`src/sv/wsfe_pkg.sv`:
```
// Package: payload structs, run struct, framing constants and key byte helper.
`timescale 1ns / 1ps

package wsfe_pkg;

    localparam int MAX_RUN = 14;
    localparam int RUN_CNT_W = $clog2(MAX_RUN + 1);

    localparam logic OP_HEADER  = 1'b0;
    localparam logic OP_PAYLOAD = 1'b1;

    localparam logic [6:0] LEN_CODE_16 = 7'd126;
    localparam logic [6:0] LEN_CODE_64 = 7'd127;
    localparam logic [31:0] LEN_16_MAX = 32'd65535;

    typedef struct packed {
        logic        operation;
        logic        fin;
        logic [3:0]  opcode;
        logic        mask_en;
        logic [31:0] payload_length;
        logic [31:0] mask_key;
        logic [7:0]  data_byte;
    } t_in;

    typedef struct packed {
        logic [7:0] out_byte;
        logic       run_last;
        logic       frame_last;
    } t_out;

    // A run of bytes caused by one item; element 0 goes out first.
    typedef struct packed {
        logic [MAX_RUN-1:0][7:0] bytes;
        logic [RUN_CNT_W-1:0]    count;
        logic                    frame_last;
    } t_run;

    function automatic logic [7:0] key_byte(input logic [31:0] key, input logic [1:0] idx);
        logic [7:0] kb;
        unique case (idx)
            2'd0: kb = key[31:24];
            2'd1: kb = key[23:16];
            2'd2: kb = key[15:8];
            default: kb = key[7:0];
        endcase
        return kb;
    endfunction

endpackage

```
`src/sv/websocket_frame_encoder_top.sv`:
```
// Top level of the WebSocket frame encoder.
`timescale 1ns / 1ps

// WebSocket (RFC 6455) frame encoder producing the frame as a byte stream.
// A header transfer (operation 0) yields a run of 2 to 14 bytes: FIN/opcode,
// MASK/length code, a 2- or 8-byte big-endian extended length and, with
// masking on, the four key bytes. A payload transfer (operation 1) yields one
// byte, XORed with key byte (index mod 4) when masking is on; a payload
// transfer while no frame is open yields nothing. run_last marks the final
// byte of each run and frame_last the final byte of the frame (the last header
// byte for an empty frame). A new header abandons any open frame. Rate: a
// payload byte is taken every cycle while the output keeps pace; a header
// occupies the output for one transfer per header byte (2 to 14), since the
// result register holds one run and sends a byte per transfer. Input ready
// follows the output ready combinationally while the run's last byte is shown.

module websocket_frame_encoder_top (
    input  logic           i_clk,
    input  logic           i_rst_n,
    input  logic           i_in_valid,
    output logic           o_in_ready,
    input  wsfe_pkg::t_in  i_in_data,
    output logic           o_out_valid,
    input  logic           i_out_ready,
    output wsfe_pkg::t_out o_out_data
);

    wsfe_pkg::t_run run;
    logic           accept;
    logic           load_run;
    logic           room;

    // take a new transfer when the result register is free or drains now
    assign o_in_ready = room;
    assign accept     = i_in_valid && room;
    // load only runs with bytes; a payload with no open frame just drops
    assign load_run   = accept && (run.count != '0);

    wsfe_encode u_encode (
        .i_clk   (i_clk),
        .i_rst_n (i_rst_n),
        .i_load  (accept),
        .i_item  (i_in_data),
        .o_run   (run)
    );

    wsfe_run_out u_run_out (
        .i_clk        (i_clk),
        .i_rst_n      (i_rst_n),
        .i_load       (load_run),
        .i_run        (run),
        .o_empty_next (room),
        .o_valid      (o_out_valid),
        .i_ready      (i_out_ready),
        .o_data       (o_out_data)
    );

endmodule

```
`src/sv/wsfe_encode.sv`:
```
// Frame state and construction of the byte run for one accepted item.
`timescale 1ns / 1ps

module wsfe_encode (
    input  logic           i_clk,
    input  logic           i_rst_n,
    input  logic           i_load,
    input  wsfe_pkg::t_in  i_item,
    output wsfe_pkg::t_run o_run
);

    logic [31:0] r_remaining, n_remaining;
    logic [31:0] r_key, n_key;
    logic        r_mask, n_mask;
    logic [1:0]  r_kidx, n_kidx;

    logic [7:0] byte_hdr1;
    logic [7:0] len_byte;
    logic       msk_bit;

    always_comb begin
        o_run       = '0;
        n_remaining = r_remaining;
        n_key       = r_key;
        n_mask      = r_mask;
        n_kidx      = r_kidx;
        msk_bit     = i_item.mask_en;
        byte_hdr1   = {i_item.fin, 3'b000, i_item.opcode};
        len_byte    = 8'h00;

        if (i_item.operation == wsfe_pkg::OP_HEADER) begin
            o_run.bytes[0] = byte_hdr1;
            // the key follows straight after the length bytes
            if (i_item.payload_length < {25'd0, wsfe_pkg::LEN_CODE_16}) begin
                len_byte       = {msk_bit, i_item.payload_length[6:0]};
                o_run.bytes[1] = len_byte;
                o_run.count    = wsfe_pkg::RUN_CNT_W'(2);
                if (msk_bit) begin
                    o_run.bytes[2] = wsfe_pkg::key_byte(i_item.mask_key, 2'd0);
                    o_run.bytes[3] = wsfe_pkg::key_byte(i_item.mask_key, 2'd1);
                    o_run.bytes[4] = wsfe_pkg::key_byte(i_item.mask_key, 2'd2);
                    o_run.bytes[5] = wsfe_pkg::key_byte(i_item.mask_key, 2'd3);
                end
            end else if (i_item.payload_length <= wsfe_pkg::LEN_16_MAX) begin
                len_byte       = {msk_bit, wsfe_pkg::LEN_CODE_16};
                o_run.bytes[1] = len_byte;
                o_run.bytes[2] = i_item.payload_length[15:8];
                o_run.bytes[3] = i_item.payload_length[7:0];
                o_run.count    = wsfe_pkg::RUN_CNT_W'(4);
                if (msk_bit) begin
                    o_run.bytes[4] = wsfe_pkg::key_byte(i_item.mask_key, 2'd0);
                    o_run.bytes[5] = wsfe_pkg::key_byte(i_item.mask_key, 2'd1);
                    o_run.bytes[6] = wsfe_pkg::key_byte(i_item.mask_key, 2'd2);
                    o_run.bytes[7] = wsfe_pkg::key_byte(i_item.mask_key, 2'd3);
                end
            end else begin
                len_byte       = {msk_bit, wsfe_pkg::LEN_CODE_64};
                o_run.bytes[1] = len_byte;
                o_run.bytes[6] = i_item.payload_length[31:24];
                o_run.bytes[7] = i_item.payload_length[23:16];
                o_run.bytes[8] = i_item.payload_length[15:8];
                o_run.bytes[9] = i_item.payload_length[7:0];
                o_run.count    = wsfe_pkg::RUN_CNT_W'(10);
                if (msk_bit) begin
                    o_run.bytes[10] = wsfe_pkg::key_byte(i_item.mask_key, 2'd0);
                    o_run.bytes[11] = wsfe_pkg::key_byte(i_item.mask_key, 2'd1);
                    o_run.bytes[12] = wsfe_pkg::key_byte(i_item.mask_key, 2'd2);
                    o_run.bytes[13] = wsfe_pkg::key_byte(i_item.mask_key, 2'd3);
                end
            end
            if (msk_bit) begin
                o_run.count = o_run.count + wsfe_pkg::RUN_CNT_W'(4);
            end
            o_run.frame_last = (i_item.payload_length == 32'd0);
            if (i_load) begin
                n_remaining = i_item.payload_length;
                n_key       = i_item.mask_key;
                n_mask      = i_item.mask_en;
                n_kidx      = 2'd0;
            end
        end else if (r_remaining != 32'd0) begin
            o_run.bytes[0]   = r_mask ? (i_item.data_byte ^ wsfe_pkg::key_byte(r_key, r_kidx))
                                      : i_item.data_byte;
            o_run.count      = wsfe_pkg::RUN_CNT_W'(1);
            o_run.frame_last = (r_remaining == 32'd1);
            if (i_load) begin
                n_remaining = r_remaining - 32'd1;
                n_kidx      = r_kidx + 2'd1;
            end
        end
    end

    always_ff @(posedge i_clk) begin
        if (!i_rst_n) begin
            r_remaining <= '0;
            r_key       <= '0;
            r_mask      <= 1'b0;
            r_kidx      <= '0;
        end else begin
            r_remaining <= n_remaining;
            r_key       <= n_key;
            r_mask      <= n_mask;
            r_kidx      <= n_kidx;
        end
    end

endmodule

```
`src/sv/wsfe_run_out.sv`:
```
// Result register: holds one byte run and sends it out a byte per transfer.
`timescale 1ns / 1ps

module wsfe_run_out (
    input  logic           i_clk,
    input  logic           i_rst_n,
    input  logic           i_load,
    input  wsfe_pkg::t_run i_run,
    output logic           o_empty_next,
    output logic           o_valid,
    input  logic           i_ready,
    output wsfe_pkg::t_out o_data
);

    logic [wsfe_pkg::MAX_RUN-1:0][7:0] r_bytes, n_bytes;
    logic [wsfe_pkg::RUN_CNT_W-1:0]    r_count, n_count;
    logic                              r_flast, n_flast;
    logic                              take;

    assign o_valid = (r_count != '0);
    assign take    = o_valid && i_ready;
    // free now, or the last byte leaves this cycle
    assign o_empty_next = (r_count == '0) ||
                          ((r_count == wsfe_pkg::RUN_CNT_W'(1)) && i_ready);

    assign o_data.out_byte   = r_bytes[0];
    assign o_data.run_last   = (r_count == wsfe_pkg::RUN_CNT_W'(1));
    assign o_data.frame_last = (r_count == wsfe_pkg::RUN_CNT_W'(1)) && r_flast;

    always_comb begin
        n_bytes = r_bytes;
        n_count = r_count;
        n_flast = r_flast;
        if (i_load) begin
            n_bytes = i_run.bytes;
            n_count = i_run.count;
            n_flast = i_run.frame_last;
        end else if (take) begin
            for (int k = 0; k < wsfe_pkg::MAX_RUN - 1; k++) begin
                n_bytes[k] = r_bytes[k + 1];
            end
            n_bytes[wsfe_pkg::MAX_RUN-1] = 8'h00;
            n_count = r_count - wsfe_pkg::RUN_CNT_W'(1);
        end
    end

    always_ff @(posedge i_clk) begin
        if (!i_rst_n) begin
            r_count <= '0;
            r_flast <= 1'b0;
        end else begin
            r_count <= n_count;
            r_flast <= n_flast;
        end
    end

    always_ff @(posedge i_clk) begin
        r_bytes <= n_bytes;
    end

endmodule
```
`config.mk`:
```
export PLATFORM = sky130hd
export DESIGN_NAME = websocket_frame_encoder_top
export DESIGN_NICKNAME = d
export VERILOG_FILES = /design/src/sv/wsfe_pkg.sv /design/src/sv/websocket_frame_encoder_top.sv /design/src/sv/wsfe_encode.sv /design/src/sv/wsfe_run_out.sv
export SDC_FILE = /design/constraint.sdc
export NUM_CORES = 1
export LEC_CHECK = 0
export BUFFER_PORTS_ARGS = -buffer_cell sky130_fd_sc_hd__buf_2
export CELL_PAD_IN_SITES_DETAIL_PLACEMENT = 0
export CELL_PAD_IN_SITES_GLOBAL_PLACEMENT = 1
export CORE_ASPECT_RATIO = 1.1
export CORE_MARGIN = 5
export CORE_UTILIZATION = 42
export DETAILED_ROUTE_END_ITERATION = 7
export PLACE_DENSITY_LB_ADDON = 0.25
export SETUP_SLACK_MARGIN = 0.1
export SLEW_MARGIN = 0
export SYNTH_ARGS = -nofsm -noshare
export SYNTH_HDL_FRONTEND = slang
export SYNTH_HIERARCHICAL = 1
export SYNTH_SLANG_ARGS = --single-unit
export TNS_END_PERCENT = 5
```
`constraint.sdc`:
```
create_clock -name i_clk -period 5.2 [get_ports i_clk]
set_input_delay 0.52 -clock i_clk [delete_from_list [all_inputs] [get_ports i_clk]]
set_output_delay 0.52 -clock i_clk [all_outputs]
set_load 0.02 [all_outputs]
```
# --- Word level (Yosys, flattened, before mapping) ---
# Cells that the tools add are included.
# W data, S select, Z words.
word_totals:
  ff_bits: 184
  inputBits: 83
  output_inout_bits: 12
  word_cells: 80
classes:
  addsub: 4
  magnitude_cmp: 2
  n_eq_ne: 6
  mux: 30
  bitwise_logic: 2
  reduce_logical: 16
op_table:
  columns: ["cell", "n"]
  rows:
  - ["$mux W112", 2]
  - ["$mux W32", 6]
  - ["$mux W104", 1]
  - ["$mux W64", 1]
  - ["$mux W48", 1]
  - ["$mux W40", 1]
  - ["$eq A32 B1 Y1 const B", 1]
  - ["$le A32 B16 Y1 const B", 1]
  - ["$logic_not A32 Y1", 1]
  - ["$lt A32 B7 Y1 const B", 1]
  - ["$reduce_bool A32 Y1", 1]
  - ["$sub A32 B1 Y32 const B", 1]
  - ["$mux W13", 2]
  - ["$mux W4", 6]
  - ["$mux W8", 3]
  - ["$pmux W8 S3", 1]
  - ["$mux W16", 1]
  - ["$mux W2", 4]
  - ["$reduce_bool A4 Y1", 2]
  - ["$xor A8 B8 Y8", 1]
  - ["$logic_and A1 B1 Y1", 5]
  - ["$add A4 B3 Y4 const B", 1]
  - ["$eq A4 B1 Y1 const B", 1]
  - ["$logic_not A4 Y1", 1]
  - ["13 further kinds", 14]

# --- Depth between registers and ports, before layout ---
# Gate-level depths: netlist of run 1.
depth:
  word_depth: 11
  ltp_mapped: 14
  depth_no_buf: 10

# --- By module ---
# The synthesis of run 1 kept the hierarchy.
by_module_without_submodules:
  columns: ["module", "n_inst", "cells_each", "area_per_inst_um2", "seq_area_each_um2"]
  rows:
  - ["wsfe_run_out", 1, 287, 5051.1, 3463.3]
  - ["wsfe_encode", 1, 746, 4958.5, 1341.3]
  - ["websocket_frame_encoder_top", 1, 2, 17.5, 0.0]

# --- Worst setup path before layout of run 1 ---
# OpenSTA, ideal clock, no wires.
synth_timing:
  path_type: "reg-to-reg"
  start: "reg u_encode.r_remaining[0]"
  end: "reg u_run_out.r_bytes (netlist bit u_run_out/o_data[2]) (enable)"
  arrival_ps: 4562
  required_ps: 4192
  slack_ps: -369
  stages_incl_launch_ff: 13
  period_less_slack_ps: 5569
  cell_sequence: "dfxtp_1 -> inv_1 -> ha_1 -> or3b_2 -> clkbuf_1 -> or4_1 -> clkbuf_1 -> nand2_1 -> inv_1 -> o41a_1 -> buf_1 -> inv_1 -> nand2_1"
synth_lines:
  columns: ["element", "line_no", "text"]
  rows:
  - ["start, declared", "wsfe_encode.sv:12", "logic [31:0] r_remaining, n_remaining;"]
  - ["start signal, assigned", "wsfe_encode.sv:100", "r_remaining <= n_remaining;"]
  - ["end signal, assigned", "wsfe_run_out.sv:58", "r_bytes <= n_bytes;"]
  - ["end, declared", "wsfe_run_out.sv:15", "logic [wsfe_pkg::MAX_RUN-1:0][7:0] r_bytes, n_bytes;"]

==> metrics, run 1 <==
status complete, no violations; vias around 8400; Post-DP Area about 11000 µm²; critical setup path kind flip-flop to flip-flop; Die ar. 27100 µm²; Resized cells post-CTS 0; RSZ-0062 raised after global routing no; clk slew on worst S/H paths 0.07 ns; Post-synth EDFFs 112; Net count, final 1170; Die Y 172 µm; Placeable Area 23600 µm²; # clock sinks 184; reg-to-reg slack, setup around 0.84 ns; Netlist Area Pre-Place 10000 µm²; worst-skew pair later-pin latency 0.43 ns; slowest stage delay, CP ~0.8 ns; Ports 95; DR vias/cell around 6; crit path DAT 4.52 ns; Final min period 4.36 ns; clock root cell clkbuf_16; worst hold path type input port to flip-flop; worst hold margin 0.380 ns; Cells after Synth roughly 1000; synth unique cells 70; worst clock skew 0.0130 ns; Critical Path RT about 5.4 ns; CTS tree done; VDD IR-drop max 0.286 mV; Tot GR Track Use 0.234; crit share post-route 0.839; PortBufs 94; post-DP HPWL 21800 µm; first-pass GRT wire length 48000 µm; syn avg cell area 9.69 µm²; post-CTS setup repair buffer count 0; Final ANT Viol Nets 0; # rows 59; grt total ovfl 0; TritonCTS Buffers 17; fin util 0.474; worst-path fanout max 39; Post-Route WL roughly 32000 µm; Final Max Slew Viols 0; Async SR Flop Fraction 0; Achievable Freq around 0.23 GHz; Final Hold Fails 0; Hold Buf Count CTS 0; initial antenna violation count 0; # setup viols final 0; number of global-route vias before repair 7819; Mapped Nets 1126; Rel. slew slack 0.249; pwr/cell area 612 nW/µm²; fin area 11200 µm²; max cap viols 0; layout cell share with drive strength beyond 1 0.234; diode count 0; routability cong. 0.817; Most common cell on crit path inv_1; CP max stage cell or4_1; CP Capture Type flip-flop; Startpoint Class flip-flop; Max Root-Sink Buffers 2; # fillers approximately 2400; number of synthesized register bits 184; DIE WIDTH 157 µm; Routed WL per cell approximately 23 µm; cells along the critical path nor4_1 -> nand4_1 -> or4_1 -> nand2_1 -> inv_1 -> o41a_2 -> inv_1 -> nand2_4 -> buf_4; R2R cell count 9; Initial Util 0.424; Seq/Total Area, Yosys 0.479; # DRC 0; drt first pass iters 6; Setup TNS 0 ns; WHS Path Cells 3; Synth Warn # 6; layout overhead on the synthesized area 11.6%; largest net degree at the start of global routing a little under 70; Top FF cell, synth edfxtp_1; Initial DRC Count 945; actual slew at the worst max-slew pin 1.12 ns; leakage 4.30 nW; H-tree Lvls 4
## layout make-up
class	count	area (µm²)	share of cell area
clock buffers	19	455	0.0407
flip-flops and latches	184	4800	0.429
multi-input cells	735	4710	0.421
well taps	305	382	0.0341
repair buffers	115	641	0.0572
clock inverters	13	105	0.00939
inverters	26	97.6	0.00872
## where the power goes
group	internal, mW	total (mW)	switching (mW)	leakage [nW]
clock	0.656	1.27	0.613	0.273
combinational	1.10	2.84	1.75	2.34
sequential	2.45	2.73	0.287	1.69
## placed cells by master, fill, tap and decap left out, types with 9 or more instances in the layout
master / netlist / final
a22o_1: 12 / 12
edfxtp_1: 112 / 112
and3_1: 34 / 34
clkbuf_16: 0 / 18
inv_1: 24 / 24
buf_4: 10 / 20
o211ai_1: 13 / 13
buf_2: 15 / 94
nor4_1: 17 / 16
nor2_1: 40 / 40
mux2_2: 93 / 93
o21ai_1: 9 / 9
o21ai_0: 35 / 35
o31ai_1: 11 / 11
nand4_1: 14 / 14
a21oi_1: 85 / 85
and2_1: 12 / 12
nand2_1: 190 / 189
nor3_1: 17 / 17
nand3_1: 15 / 15
mux2_1: 11 / 11
dfxtp_1: 72 / 72
## final timing paths
check | from | endpoint
worst max-delay path | u_encode/r_remaining[4]$_SDFFE_PN0P_ | u_run_out/r_bytes[48]$_DFFE_PP_
worst min-delay path | i_in_data[33] | u_encode/r_key[25]$_SDFFE_PN0P_
worst max register to register | u_encode/r_remaining[4]$_SDFFE_PN0P_ | u_run_out/r_bytes[48]$_DFFE_PP_
worst min register to register | u_encode/r_key[18]$_SDFFE_PN0P_ | u_encode/r_key[18]$_SDFFE_PN0P_
## metrics by stage
stage	setup WS (ns)	power, mW	instances
after floorplan	0.753	4.83	1035
after global placement	0.711	5.53	1365
after detailed placement	0.631	5.56	1365
after CTS	0.884	6.83	1397
after global routing	0.610	7.21	1397
final	0.835	6.85	1397
## critical path, delay by kind of cell, from the launching register on
family	cells	cell delay (ns)
flip-flops	1	0.37
AO/OA/AOI/OAI	1	0.66
buffers and inverters	3	0.73
AND/OR/NAND/NOR	5	2.28
## per-layer routing
metal,global-route usage,vias up,wire [µm],share of wire
met5,0,-,0,0
met4,0.0557,0,551,0.017
met3,0.0365,34,2130,0.066
met2,0.381,344,15200,0.47
met1,0.331,4159,14300,0.44
li1,-,3877,-,-
## state kept, by name (all words and copies together), names as in the netlist
register / flops
u_run_out/r_flast: 1
u_encode/r_key: 32
u_encode/r_remaining: 32
u_run_out/o_data: 8
u_run_out/r_bytes: 104
u_encode/r_kidx: 2
u_run_out/r_count: 4
u_encode/r_mask: 1
## synthesized netlist by cell type, drive strengths merged, types with 18 or more instances
cell    count  share of area
a21oi      86          0.043
edfxtp    112           0.34
and3       34          0.021
nor3       18         0.0095
buf        35          0.022
clkbuf     55          0.021
inv        24         0.0090
o21ai      44          0.022
dfxtp      72           0.14
mux2      104           0.12
nor4       18          0.012
nand2     190          0.071
nor2       40          0.015
## cells by family (layout without fill, tap and decap cells)
family	Yosys count	in the layout	share of synthesized area
AOI/OAI and AO/OA	232	232	0.150
muxes	106	106	0.119
adders and majority gates	8	8	0.00998
and+or+nand+nor	385	385	0.185
buffers and inverters	116	173	0.0532
xor gates and xnor gates	4	4	0.00349
DFF	184	184	0.479
Note: power is estimated with default switching activity, not from simulation.
==> run 2, diff against run 1 <==
--- a/config.mk
+++ b/config.mk
@@ -10,7 +10,7 @@
 export CELL_PAD_IN_SITES_GLOBAL_PLACEMENT = 1
 export CORE_ASPECT_RATIO = 1.1
 export CORE_MARGIN = 5
-export CORE_UTILIZATION = 42
+export CORE_UTILIZATION = 47
 export DETAILED_ROUTE_END_ITERATION = 7
 export PLACE_DENSITY_LB_ADDON = 0.25
 export SETUP_SLACK_MARGIN = 0.1
==> constraint.sdc (replaced) <==
create_clock -name i_clk -period 4.1 [get_ports i_clk]
set_input_delay 0.41 -clock i_clk [delete_from_list [all_inputs] [get_ports i_clk]]
set_output_delay 0.41 -clock i_clk [all_outputs]
set_load 0.02 [all_outputs]
==> run 2 against run 1 <==
Compared with the run above:
- non-clock buffer count grew 3
- via count shrank 1.4%
- worst setup slack lost 0.35 ns
- combinational power grew 29%
- clock power grew 34%
- routed wire length shrank 3.1%
- die area shrank 10%
- global-route usage grew 1.8 points
- worst hold slack lost 0.11 ns
- largest cell class unchanged
==> metrics, run 2 (synthesis gave the netlist of run 1 again) <==
CP Capture Type flip-flop; Routed WL per cell 22.5 µm; Hold Buf Count CTS 0; # fillers 2006; routability cong. 0.834; Die Y 163 µm; final setup margin 0.487 ns; TritonCTS Buffers 17; Resized cells post-CTS 0; Net count, final 1173; Inst Count DP 1353; min-delay src i_in_data[24]; Hold Crit Endpoint u_encode/r_key[16]$_SDFFE_PN0P_; PortBufs 94; initial antenna violation count 0; Rel. slew slack 0.325; grt total ovfl 0; worst hold margin 0.269 ns; WHS Path Cells 3; Initial Util 0.474; diode count 0; Setup TNS 0 ns; Final Hold Fails 0; GR peak layer met2; leakage approximately 4.4 nW; Tot GR Track Use 0.252; Final ANT Viol Nets 0; clock root cell clkbuf_16; met3 GRT Util 0.0436; # rows 56; first-pass GRT wire length 46400 µm; # setup viols final 0; Placeable Area approximately 21000 µm²; Ports 95; reg2reg start u_encode/r_remaining[4]$_SDFFE_PN0P_; max cap viols 0; worst clock skew between 0.01 and 0.015 ns; layout cell share with drive strength beyond 1 0.236; Final Max Slew Viols 0; Initial DRC Count 840; H-tree Lvls 4; fin util 0.532; top flop regs u_run_out/r_bytes (104), u_encode/r_key (32), u_encode/r_remaining (32); Final min period 3.61 ns; VDD IR-drop max 0.582 mV; crit path DAT 3.78 ns; worst-path fanout max 48; status complete, no violations; pwr/cell area slightly below 800 nW/µm²; non-filler instance count after layout 1385; DIE WIDTH 149 µm; actual slew at the worst max-slew pin 1.01 ns; layout overhead on the synthesized area 12.4%; CTS tree done; r2r endpoint u_run_out/r_bytes[32]$_DFFE_PP_; post-DP HPWL 21400 µm; # DRC 0; leading cell types in the layout, fill and taps excluded nand2_1 (189), edfxtp_1 (112), buf_2 (94), mux2_2 (93), a21oi_1 (85); DR vias/cell 5.99; Achievable Freq ~0.28 GHz; Startpoint Class flip-flop; number of global-route vias before repair 7790; Die ar. around 24000 µm²; Post-Route WL 31200 µm; RSZ-0062 raised after global routing no; critical setup path kind flip-flop to flip-flop; most common library cell in the layout ignoring fill and taps nand2_1; post-CTS setup repair buffer count 0; crit share post-route 0.881; Biggest register u_run_out/r_bytes; grt met1 use 0.352; drt first pass iters 7; worst hold path type input port to flip-flop; largest net degree at the start of global routing 104; # clock sinks 184; worst-skew pair later-pin latency 0.44 ns; vias approximately 8300; GRT met2 Usage 0.402; reg-to-reg slack, setup 0.49 ns; Max Root-Sink Buffers 2; Critical Path RT 4.27 ns; Largest register FFs 104; clk slew on worst S/H paths 0.08 ns; Setup WS pre-CTS 0.459 ns; R2R cell count 9
==> run 2: cell types whose count changed in the layout (fill, tap and decap cells not counted), sizes merged <==
cell / delta
buf: +3
bufinv: +1
clkbuf: -1
clkinv: +2
clkinvlp: -2
==> run 2: power by group <==
group          switching, mW  internal, mW
Combinational           2.21          1.44
Clock                  0.794         0.904
Sequential             0.355          3.10
Total                   3.36          5.44
==> run 2: layout make-up <==
| cell class | instances | area, µm² | area share |
|---|---|---|---|
| multi-input combinational | 735 | 4710 | 0.418 |
| tap | 290 | 363 | 0.0322 |
| inverter | 26 | 97.6 | 0.00866 |
| clock inverter | 14 | 156 | 0.0139 |
| sequential | 184 | 4800 | 0.426 |
| clock buffer | 18 | 450 | 0.0400 |
| timing repair buffer | 118 | 688 | 0.0611 |
==> run 2: critical path: stages (launching register included) <==
cell     delay (ns)
dfxtp_1        0.38
nor4_1         0.59
nand4_1        0.27
or4_1          0.60
nand2_1        0.19
inv_1          0.09
o41a_2         0.43
inv_1          0.17
nand2_4        0.29
buf_12         0.33
==> run 2: how the worst max path moves through the flow <==
stage	cells after the start	start	end	slack (ns)
final	9	u_encode/r_remaining[4]$_SDFFE_PN0P_	u_run_out/r_bytes[32]$_DFFE_PP_	0.49
after global placement	10	i_in_data[50]	u_run_out/r_bytes[108]$_SDFFCE_PN0P_	0.57
after detailed placement	9	u_encode/r_remaining[4]$_SDFFE_PN0P_	u_run_out/r_bytes[108]$_SDFFCE_PN0P_	0.46
after CTS	9	u_encode/r_remaining[4]$_SDFFE_PN0P_	u_run_out/r_bytes[32]$_DFFE_PP_	0.47
after floorplan	12	u_encode/r_remaining[0]$_SDFFE_PN0P_	u_run_out/o_data[2]$_DFFE_PP_	0.27
after global routing	9	u_encode/r_remaining[4]$_SDFFE_PN0P_	u_run_out/r_bytes[13]$_DFFE_PP_	0.18
==> run 2: routing by layer <==
metal / vias up / part of all wire
met5: - / 0
met4: 0 / 0.023
met3: 47 / 0.076
met2: 346 / 0.47
met1: 4022 / 0.43
li1: 3878 / -
==> run 2: per-stage QoR <==
| step | power [mW] | cell area (µm²) |
|---|---|---|
| 4_1_cts | 8.80 | 11300 |
| 5_1_grt | 9.27 | 11300 |
| 3_5_place_dp | 7.09 | 10700 |
| 3_3_place_gp | 7.03 | 10700 |
| 2_1_floorplan | 6.11 | 10000 |
| 6_report | 8.80 | 11300 |
